### config.mk
export PLATFORM = sky130hd
export DESIGN_NAME = ascii_point_pair_parser_filter_core
export DESIGN_NICKNAME = d
export VERILOG_FILES = /design/src/sv/appf_pkg.sv /design/src/sv/appf_field.sv /design/src/sv/appf_filter.sv /design/src/sv/ascii_point_pair_parser_filter_core.sv
export SDC_FILE = /design/constraint.sdc
export NUM_CORES = 2
export LEC_CHECK = 0
export BUFFER_PORTS_ARGS = -buffer_cell sky130_fd_sc_hd__buf_2
export CORE_MARGIN = 8
export CORE_UTILIZATION = 45
export CTS_CLUSTER_DIAMETER = 40
export DETAILED_ROUTE_END_ITERATION = 16
export HOLD_SLACK_MARGIN = 0.05
export PLACE_DENSITY_LB_ADDON = 0.05
export SLEW_MARGIN = 30
export SYNTH_ARGS = -nofsm -noshare
export SYNTH_HDL_FRONTEND = slang
export SYNTH_SLANG_ARGS = --single-unit
### constraint.sdc
create_clock -name clk_i -period 16.2 [get_ports clk_i]
set_clock_uncertainty 0.1 [all_clocks]
set_input_delay 3.24 -clock clk_i [delete_from_list [all_inputs] [get_ports clk_i]]
set_output_delay 3.24 -clock clk_i [all_outputs]
set_load 0.01 [all_outputs]
### src/sv/appf_pkg.sv
`timescale 1ns / 1ps

package appf_pkg;

  localparam int MaxFieldChars = 9;
  localparam int FractionBits  = 8;
  localparam int GainWidth     = 9;
  localparam logic [GainWidth-1:0] GainReset = 9'd230;

  localparam int Sat24Max = 8388607;
  localparam int Sat24Min = -8388608;

  localparam logic [7:0] CharNul   = 8'h00;
  localparam logic [7:0] CharBang  = 8'h21;
  localparam logic [7:0] CharComma = 8'h2C;
  localparam logic [7:0] CharAt    = 8'h40;
  localparam logic [7:0] CharSpace = 8'h20;
  localparam logic [7:0] CharPlus  = 8'h2B;
  localparam logic [7:0] CharMinus = 8'h2D;
  localparam logic [7:0] CharZero  = 8'h30;
  localparam logic [7:0] CharNine  = 8'h39;
  localparam logic [7:0] CharTab   = 8'h09;
  localparam logic [7:0] CharCr    = 8'h0D;

  typedef struct packed {
    logic en;
    logic feed;
    logic clear;
  } field_ctl_t;

endpackage

### src/sv/appf_field.sv
`timescale 1ns / 1ps

module appf_field #(
  parameter int MaxChars = appf_pkg::MaxFieldChars,
  parameter bit Negate   = 1'b0
) (
  input  logic                   clk_i,
  input  logic                   rst_ni,
  input  appf_pkg::field_ctl_t   ctl_i,
  input  logic [7:0]             byte_i,
  output logic signed [15:0]     value_o
);

  localparam int CntW = $clog2(MaxChars + 1);

  typedef enum logic [1:0] {
    PhSkip,
    PhNum,
    PhDone
  } phase_e;

  phase_e            phase_q, phase_d;
  logic [CntW-1:0]   count_q, count_d;
  logic              neg_q, neg_d;
  logic [15:0]       acc_q, acc_d;
  logic              is_digit, is_space;
  logic [15:0]       acc_step;
  logic [15:0]       signed_acc;

  assign is_digit = (byte_i inside {[appf_pkg::CharZero:appf_pkg::CharNine]});
  assign is_space = (byte_i == appf_pkg::CharSpace) ||
                    (byte_i inside {[appf_pkg::CharTab:appf_pkg::CharCr]});
  assign acc_step = (acc_q << 3) + (acc_q << 1) + {12'd0, byte_i[3:0]};

  always_comb begin
    phase_d = phase_q;
    count_d = count_q;
    neg_d   = neg_q;
    acc_d   = acc_q;
    if (ctl_i.feed && (count_q < CntW'(MaxChars))) begin
      count_d = count_q + 1'b1;
      case (phase_q)
        PhSkip: begin
          if (is_space) begin
            phase_d = PhSkip;
          end else if ((byte_i == appf_pkg::CharPlus) || (byte_i == appf_pkg::CharMinus)) begin
            neg_d   = (byte_i == appf_pkg::CharMinus);
            phase_d = PhNum;
          end else if (is_digit) begin
            acc_d   = acc_step;
            phase_d = PhNum;
          end else begin
            phase_d = PhDone;
          end
        end
        PhNum: begin
          if (is_digit) begin
            acc_d = acc_step;
          end else begin
            phase_d = PhDone;
          end
        end
        default: begin
          phase_d = phase_q;
        end
      endcase
    end
  end

  // The sign and the optional negation cancel when both apply.
  assign signed_acc = (neg_d ^ Negate) ? (16'd0 - acc_d) : acc_d;
  assign value_o    = $signed(signed_acc);

  always_ff @(posedge clk_i or negedge rst_ni) begin
    if (!rst_ni) begin
      phase_q <= PhSkip;
      count_q <= '0;
      neg_q   <= 1'b0;
      acc_q   <= '0;
    end else if (ctl_i.en) begin
      if (ctl_i.clear) begin
        phase_q <= PhSkip;
        count_q <= '0;
        neg_q   <= 1'b0;
        acc_q   <= '0;
      end else begin
        phase_q <= phase_d;
        count_q <= count_d;
        neg_q   <= neg_d;
        acc_q   <= acc_d;
      end
    end
  end

endmodule

### src/sv/appf_filter.sv
`timescale 1ns / 1ps

module appf_filter #(
  parameter int FracBits = appf_pkg::FractionBits
) (
  input  logic signed [23:0]                  kept_i,
  input  logic signed [15:0]                  sample_i,
  input  logic [appf_pkg::GainWidth-1:0]      gain_i,
  output logic signed [23:0]                  next_o
);

  localparam int SW  = 16 + FracBits;
  localparam int SWX = (SW > 25) ? SW : 25;
  localparam logic signed [SWX-1:0] SMax = SWX'(appf_pkg::Sat24Max);
  localparam logic signed [SWX-1:0] SMin = SWX'(appf_pkg::Sat24Min);
  localparam logic signed [27:0]    RMax = 28'(appf_pkg::Sat24Max);
  localparam logic signed [27:0]    RMin = 28'(appf_pkg::Sat24Min);

  logic signed [SW-1:0]  scaled;
  logic signed [SWX-1:0] scaled_x;
  logic signed [23:0]    sample24;
  logic signed [24:0]    err;
  logic signed [34:0]    prod;
  logic signed [27:0]    sum;

  assign scaled   = $signed({sample_i, {FracBits{1'b0}}});
  assign scaled_x = SWX'(scaled);

  always_comb begin
    if (scaled_x > SMax) begin
      sample24 = SMax[23:0];
    end else if (scaled_x < SMin) begin
      sample24 = SMin[23:0];
    end else begin
      sample24 = scaled_x[23:0];
    end
  end

  assign err  = 25'(sample24) - 25'(kept_i);
  assign prod = 35'(err) * $signed({1'b0, gain_i});
  assign sum  = 28'(kept_i) + 28'($signed(prod[34:8]));

  always_comb begin
    if (sum > RMax) begin
      next_o = RMax[23:0];
    end else if (sum < RMin) begin
      next_o = RMin[23:0];
    end else begin
      next_o = sum[23:0];
    end
  end

endmodule

### src/sv/ascii_point_pair_parser_filter_core.sv
`timescale 1ns / 1ps

// Parses messages of the form "!x,y@" arriving one byte per item on the input
// channel, with last_byte_i marking the final byte of each message. Only the
// final byte of a message produces a result item on the output channel; it
// carries packet_ok_o and the low-pass filtered x and negated y values in
// signed fixed point. A bad packet leaves the filters unchanged and reports
// the held values.
// One input item is accepted per cycle unless in_stall_o is high. The marker
// flags and both field parsers update in the cycle of acceptance; a last byte's
// values are registered in the sample stage, then filtered into the output
// registers. A new message may start in the cycle after a last byte. When the
// receiver stalls a waiting result, the input channel stalls as well until the
// result is taken. Reset clears all parse state, both filters and the pipeline
// valid flags, and sets the gain register to 230. The user writes the gain via
// cfg_we_i and cfg_wdata_i only while the block is idle; nothing enforces this.

module ascii_point_pair_parser_filter_core #(
  parameter int MaxFieldChars = appf_pkg::MaxFieldChars,
  parameter int FractionBits  = appf_pkg::FractionBits
) (
  input  logic                              clk_i,
  input  logic                              rst_ni,
  input  logic                              cfg_we_i,
  input  logic [appf_pkg::GainWidth-1:0]    cfg_wdata_i,
  input  logic                              in_valid_i,
  output logic                              in_stall_o,
  input  logic [7:0]                        data_byte_i,
  input  logic                              last_byte_i,
  output logic                              out_valid_o,
  input  logic                              out_stall_i,
  output logic                              packet_ok_o,
  output logic signed [23:0]                filtered_x_o,
  output logic signed [23:0]                filtered_y_o
);

  typedef struct packed {
    logic bad;
    logic at;
    logic comma;
    logic bang;
    logic zero;
  } flags_t;

  logic [appf_pkg::GainWidth-1:0] gain_q;
  flags_t                          flags_q, flags_d;
  logic                            advance, accept;
  logic                            feed_x, feed_y;
  appf_pkg::field_ctl_t            ctl_x, ctl_y;
  logic signed [15:0]              x_val, y_val;
  logic                            ok_d;

  logic                            smp_valid_q, smp_ok_q;
  logic signed [15:0]              smp_x_q, smp_y_q;
  logic                            out_valid_q, ok_q;
  logic signed [23:0]              filt_x_q, filt_y_q;
  logic signed [23:0]              filt_x_d, filt_y_d;

  assign advance    = !(out_valid_q && out_stall_i);
  assign in_stall_o = !advance;
  assign accept     = in_valid_i && advance;

  always_comb begin
    flags_d = flags_q;
    feed_x  = 1'b0;
    feed_y  = 1'b0;
    if (!flags_q.zero) begin
      if (data_byte_i == appf_pkg::CharNul) begin
        flags_d.zero = 1'b1;
      end else if ((data_byte_i == appf_pkg::CharBang) && !flags_q.bang) begin
        if (flags_q.comma || flags_q.at) begin
          flags_d.bad = 1'b1;
        end
        flags_d.bang = 1'b1;
      end else if ((data_byte_i == appf_pkg::CharComma) && !flags_q.comma) begin
        if (!flags_q.bang || flags_q.at) begin
          flags_d.bad = 1'b1;
        end
        flags_d.comma = 1'b1;
      end else if ((data_byte_i == appf_pkg::CharAt) && !flags_q.at) begin
        if (!flags_q.comma) begin
          flags_d.bad = 1'b1;
        end
        flags_d.at = 1'b1;
      end else if (flags_q.bang && !flags_q.comma) begin
        feed_x = 1'b1;
      end else if (flags_q.comma && !flags_q.at) begin
        feed_y = 1'b1;
      end
    end
  end

  assign ok_d = flags_d.bang && flags_d.comma && flags_d.at && !flags_d.bad;

  assign ctl_x = '{en: accept, feed: feed_x, clear: last_byte_i};
  assign ctl_y = '{en: accept, feed: feed_y, clear: last_byte_i};

  appf_field #(
    .MaxChars (MaxFieldChars),
    .Negate   (1'b0)
  ) u_field_x (
    .clk_i   (clk_i),
    .rst_ni  (rst_ni),
    .ctl_i   (ctl_x),
    .byte_i  (data_byte_i),
    .value_o (x_val)
  );

  appf_field #(
    .MaxChars (MaxFieldChars),
    .Negate   (1'b1)
  ) u_field_y (
    .clk_i   (clk_i),
    .rst_ni  (rst_ni),
    .ctl_i   (ctl_y),
    .byte_i  (data_byte_i),
    .value_o (y_val)
  );

  appf_filter #(
    .FracBits (FractionBits)
  ) u_filter_x (
    .kept_i   (filt_x_q),
    .sample_i (smp_x_q),
    .gain_i   (gain_q),
    .next_o   (filt_x_d)
  );

  appf_filter #(
    .FracBits (FractionBits)
  ) u_filter_y (
    .kept_i   (filt_y_q),
    .sample_i (smp_y_q),
    .gain_i   (gain_q),
    .next_o   (filt_y_d)
  );

  always_ff @(posedge clk_i or negedge rst_ni) begin
    if (!rst_ni) begin
      gain_q <= appf_pkg::GainReset;
    end else if (cfg_we_i) begin
      gain_q <= cfg_wdata_i;
    end
  end

  always_ff @(posedge clk_i or negedge rst_ni) begin
    if (!rst_ni) begin
      flags_q <= '0;
    end else if (accept) begin
      flags_q <= last_byte_i ? '0 : flags_d;
    end
  end

  always_ff @(posedge clk_i or negedge rst_ni) begin
    if (!rst_ni) begin
      smp_valid_q <= 1'b0;
      out_valid_q <= 1'b0;
      filt_x_q    <= '0;
      filt_y_q    <= '0;
    end else if (advance) begin
      smp_valid_q <= accept && last_byte_i;
      out_valid_q <= smp_valid_q;
      if (smp_valid_q && smp_ok_q) begin
        filt_x_q <= filt_x_d;
        filt_y_q <= filt_y_d;
      end
    end
  end

  always_ff @(posedge clk_i) begin
    if (accept && last_byte_i) begin
      smp_ok_q <= ok_d;
      smp_x_q  <= x_val;
      smp_y_q  <= y_val;
    end
    if (advance && smp_valid_q) begin
      ok_q <= smp_ok_q;
    end
  end

  assign out_valid_o  = out_valid_q;
  assign packet_ok_o  = ok_q;
  assign filtered_x_o = filt_x_q;
  assign filtered_y_o = filt_y_q;

endmodule
=== Word level (Yosys, flattened, before mapping) ===
Cells that the tools add are included.

* $add $sub $neg: 12
* Reduce and logical (&&, ||, !) cells: 38
* Divide/modulo/power cells: 0
* Bitwise logic cells: 1
* Equality and inequality tests: 10
* $lt $le $gt $ge: 14
* Multiplexer cells: 73
* Shifts and indexed selects: 0
* $mul: 2

{| class="wikitable"
|+ Operators by type and width
! operator !! count
|-
| 2-to-1 mux 16 bit || 12
|-
| 2-to-1 mux 24 bit || 8
|-
| multiplier 25 x 10 -> 35 bit || 2
|-
| case mux 16 bit (2 select lines) || 2
|-
| adder 24 x 27 -> 28 bit || 2
|-
| > comparator 28 x 24 -> 1 bit, second input constant || 2
|-
| less-than comparator 28 x 24 -> 1 bit, second input constant || 2
|-
| subtractor 24 x 24 -> 25 bit || 2
|-
| > comparator 24 bit, second input constant || 2
|-
| less-than comparator 24 bit, second input constant || 2
|-
| == test 8 x 6 -> 1 bit, second input constant || 5
|-
| adder 16 bit || 2
|-
| adder 16 x 4 -> 16 bit || 2
|-
| 2-to-1 mux 1 bit || 32
|-
| subtractor 1 x 16 -> 16 bit, first input constant || 2
|-
| 2-to-1 mux 2 bit || 10
|-
| 2-to-1 mux 4 bit || 5
|-
| logical AND 1 bit || 17
|-
| 2-to-1 mux 5 bit || 2
|-
| adder 4 x 1 -> 4 bit, second input constant || 2
|-
| == test 8 x 7 -> 1 bit, second input constant || 1
|-
| greater-or-equal comparator 8 x 4 -> 1 bit, second input constant || 1
|-
| greater-or-equal comparator 8 x 6 -> 1 bit, second input constant || 1
|-
| less-or-equal comparator 8 x 4 -> 1 bit, second input constant || 1
|-
| 14 further kinds || 31
|}

* Memory bits (writable): 0
* Memory bits (read-only): 0
* Memories kept: 0
* Bits in latches: 0
* Logic and storage cells: 172
* Register bits after elaboration: 144
* Input bits: 23

=== Longest topological paths before layout ===
* Depth after elaboration: 13
* Mapped depth: 44
* Gate-level depth less buffers: 41

=== Modules after synthesis ===
A second synthesis with hierarchy kept.

* Cells, all modules: 3265
* Area, all modules: 29470.8 µm²

{| class="wikitable"
|+ By module, submodules not included
! module !! area each (µm²) !! instances !! seq. area each (µm²) !! cells each
|-
| appf_filter (u_filter_y) || 10430.0 || 1 || 0.0 || 1228
|-
| appf_filter (u_filter_x) || 10154.7 || 1 || 0.0 || 1235
|-
| ascii_point_pair_parser_filter_core || 3644.7 || 1 || 2628.8 || 211
|-
| appf_field (u_field_y) || 2713.9 || 1 || 575.6 || 302
|-
| appf_field (u_field_x) || 2527.4 || 1 || 575.6 || 289
|}

=== Worst setup path after synthesis ===
No wires, ideal clock.

* Path kind: reg2reg
* Start: register filt_y_q[0], in the netlist filtered_y_o[0]
* End: register filt_y_q[11], in the netlist filtered_y_o[11]
* Required time: 15.954 ns
* Period minus slack after synthesis: 9.511 ns
* Setup slack: 6.689 ns
* Setup time: 0.146 ns
* Stages on the path, launching flop included: 43
* Arrival: 9.265 ns
* Cell sequence: dfrtp_1 > buf_4 > inv_1 > ha_1 > nor2b_1 > a41o_1 > a31o_2 > a21o_1 > a21oi_1 > xnor2_1 > nand2_1 > fa_1 > inv_1 > fa_1 > fa_1 > fa_1 > inv_1 > fa_1 > [7 not listed] > o21bai_1 > and2_1 > o21a_1 > nor2_1 > xnor2_1 > ha_1 > clkbuf_1 > o21ai_1 > a21oi_1 > o41a_1 > or3_1 > o2111ai_1 > a21oi_1 > o31ai_1 > nand2_1 > nand2_1 > buf_1 > a22oi_1

* Word-level cells in the longest chain between the ends: 6

{| class="wikitable"
|+ RTL lines
! element !! line !! source
|-
| start, declared || ascii_point_pair_parser_filter_core.sv:56 || <nowiki>logic signed [23:0] filt_x_q, filt_y_q;</nowiki>
|-
| start signal, assigned || ascii_point_pair_parser_filter_core.sv:165 || <nowiki>filt_y_q <= filt_y_d;</nowiki>
|-
| subtractor 24 x 24 -> 25 bit || appf_filter.sv:39 || <nowiki>assign err = 25'(sample24) - 25'(kept_i);</nowiki>
|-
| multiplier 25 x 10 -> 35 bit || appf_filter.sv:40 || <nowiki>assign prod = 35'(err) * $signed({1'b0, gain_i});</nowiki>
|-
| adder 24 x 27 -> 28 bit (*) || appf_filter.sv:41 || <nowiki>assign sum = 28'(kept_i) + 28'($signed(prod[34:8]));</nowiki>
|-
| less-than comparator 28 x 24 -> 1 bit || appf_filter.sv:46 || <nowiki>end else if (sum < RMin) begin</nowiki>
|-
| 2-to-1 mux 24 bit || appf_filter.sv:46 ||
|-
| 2-to-1 mux 24 bit (*) || appf_filter.sv:44 || <nowiki>if (sum > RMax) begin</nowiki>
|}

Every way passes the cells marked *; elsewhere a longest branch is shown, timed or not.
A chain may end at the register's enable or synchronous reset.

=== Worst setup path after layout ===
* Start: register filt_y_q[0], in the netlist filtered_y_o[0]
* End: register filt_y_q[8], in the netlist filtered_y_o[8]

Same word-level chain as after synthesis.

==> run_results.csv <==
group,metric,value,unit
cts,clk_pin_slew,0.08,ns
drt,vias_after_detailed_routing,22000,
critical_path,worst_path_buf_inv,6,
critical_path,worstSetupPathType,"reg -> reg",
layout,insertedDiodeCount,0,
floorplan,initial_core_utilization,45.2,%
critical_path,cp_slowest_stage_delay,0.75,ns
global_routing,grt_max_degree,59,
cts,cts_post_setup_buffers_inserted,0,
cts,cts_tree,"built",
cts,cts_num_sinks,144,
place,buffer_ports.inserted,73,
timing,fin_tns_setup,0,ns
floorplan,core,61300,um^2
hold_path,min_path_cells,0,
global_routing,globalRouteOverflowTotal,0,
timing,grt_setup_unrepaired,"false",
drt,dr.pass1.iters,5,
critical_path,critical_path.endpoint_type,"flop",
timing,timing_max_transition_violations_final,0,
floorplan,die_h,264,um
yosys,synthDistinctLibCells,81,
timing,fmaxAchievable,88.4,MHz
critical_path,critical_path_depth,41,
global_routing,grt_first_pass_wirelength,125000,um
cts,worst_skew_pair.late_latency,0.50,ns
floorplan,chipWidth,264,um
cts,cts.root.buffer_cell,"clkbuf_16",
critical_path,worstPathRequired,16.43,ns
timing,final.period_utilization,69.8,%
timing,time_the_final_worst_path_needs_with_i_o_delays_and_setup,11.31,ns
timing,setup_violations,0,
layout,proportion_of_layout_cells_with_a_drive_suffix_above_1,5.73,%
floorplan,die-area,69800,um^2
cts,cts-buffers-inserted,17,
critical_path,crit_arrival,11.54,ns
yosys,synthCells,3185,
drt,wl,73600,um
critical_path,worst_reg2reg_path_depth,41,
yosys,synth-edff-count,34,
hold_path,classification_of_the_worst_slack_hold_path,"reg -> reg",
timing,worst-slew-pin-transition,0.962,ns
place,gp_routability_congestion,0.868,
yosys,synth_area_leaders,"fa_1, ha_1, dfrtp_1",
yosys,yosys.area.top_type,"fa_1",
layout,layout.core_utilization,48.4,%
yosys,yosys.area.top_type_share,27.0,%
cts,clk_path_buf_depth,2,
yosys,yosys-top-cells-count,"inv_1, fa_1, nand2_1",
timing,slew-limit-headroom,35.9,%
cts,ctsHoldBuffers,0,
timing,final_hold_viol_count,0,
yosys,synth.yosys.warnings,0,
critical_path,slowest_stage,"a21oi_1",
yosys,number_of_storage_elements_in_the_synthesis_netlist,144,
yosys,ys_seq_area_share,13.6,%
drt,drt-initial-drc-count,1161,
yosys,netlist_area,27700,um^2
cts,htree_num_levels,4,
floorplan,row_count,91,
yosys,synthesis.area_per_instance,8.70,um^2
global_routing,vias_in_the_first_global_route,23400,
critical_path,critPathMaxFanout,23,
flow_run,cap_viol_max_count,0,
critical_path,type_of_element_launching_the_critical_path,"flop",
drt,drt-vias-per-instance,5.48,
yosys,most_used_standard_cell_by_instance_count_after_synthesis,"inv_1",
status,status,"finished clean",
layout,area_delta_synth_final,7.10,%
floorplan,pin_count,74,
drt,drt-wirelength-per-cell,18.3,um
place,dp_hpwl,57300,um
yosys,async_flop_share,76.4,%
global_routing,grt_util_all_layers,22.0,%
yosys,ys_dominant_reg_cell,"dfrtp_1",
critical_path,critical_path.most_common_cell,"inv_1",
drt,postRouteAntennaNets,0,
global_routing,grt_antenna_before_repair,0,
yosys,mappedNetlistNets,3878,
critical_path,critical-path-top-delay-family,"compound AO/OA/AOI/OAI gates",
cts,postCtsResizedCells,0,
layout,finalNetCount,3907,
drt,drc,0,
-- stage by stage --
| stage | instances | hold WS [ns] | area [um^2] | worst slack [ns] |
|---|---|---|---|---|
| global route | 4017 | 0.391 | 29700 | 3.96 |
| CTS | 4017 | 0.376 | 29600 | 4.54 |
| detailed placement | 3985 | 0.358 | 29000 | 4.56 |
| floorplan | 3185 | 0.342 | 27700 | 6.69 |
| global placement | 3985 | 0.350 | 28900 | 4.71 |
| finish | 4017 | 0.374 | 29700 | 4.89 |
-- metal layers --
layer / routed length (um) / track usage, % / vias to the layer above
met4: 996 / 4.56 / 0
met1: 33800 / 29.0 / 11100
met5: 0 / 0 / -
met2: 36500 / 38.3 / 373
li1: - / - / 10500
met3: 2310 / 2.96 / 71
-- flip-flops by register name (all words and copies together), names as in the netlist, 4 cells and up --
name               flops
gain_q                 9
filtered_x_o          24
smp_x_q               16
u_field_x.count_q      4
smp_y_q               16
u_field_x.acc_q       16
u_field_y.acc_q       16
flags_q                5
filtered_y_o          24
u_field_y.count_q      4
-- worst paths after layout --
kind                                      start             endpoint  slack [ns]
max in group asynchronous                rst_ni     filtered_y_o[14]       12.11
min in group asynchronous                rst_ni  u_field_x.acc_q[10]        2.64
worst min register to register         smp_ok_q          packet_ok_o        0.37
worst min-delay path                   smp_ok_q          packet_ok_o        0.37
worst max register to register  filtered_y_o[0]      filtered_y_o[8]        4.89
worst max-delay path            filtered_y_o[0]      filtered_y_o[8]        4.89
-- area by class of cell --
| type | count | area [um^2] |
|---|---|---|
| fill | 5934 | 31600 |
| multi-input combinational | 2441 | 21800 |
| sequential | 144 | 3790 |
| inverter | 509 | 1910 |
| tap | 790 | 988 |
| timing repair buffer | 101 | 582 |
| clock buffer | 17 | 425 |
| clock inverter | 15 | 196 |
-- logic make-up after synthesis --
kind of cell               synth area share [%]
AOI/OAI and AO/OA                          13.6
xor gates and xnor gates                   5.88
adders and majority gates                  40.4
buffers and inverters                      8.16
DFF                                        13.6
muxes                                      1.29
and+or+nand+nor                            17.0
-- layout by cell type (no fill, tap or decap), types with 23 or more instances in the layout --
master      n
a21o_1     53
a21oi_1   145
a22oi_1    24
and2_1    219
buf_2      72
buf_4      28
dfrtp_1   105
edfxtp_1   34
fa_1      374
ha_1      296
inv_1     509
nand2_1   370
nand2b_1   25
nand3_1    38
nor2_1    158
nor2b_1    23
nor3_1     44
o21a_1     39
o21ai_0   120
xnor2_1   120
xor2_1     54
Power is not shown: default switching activity piles up to over one toggle a cycle in this logic, so the estimate is an artifact.
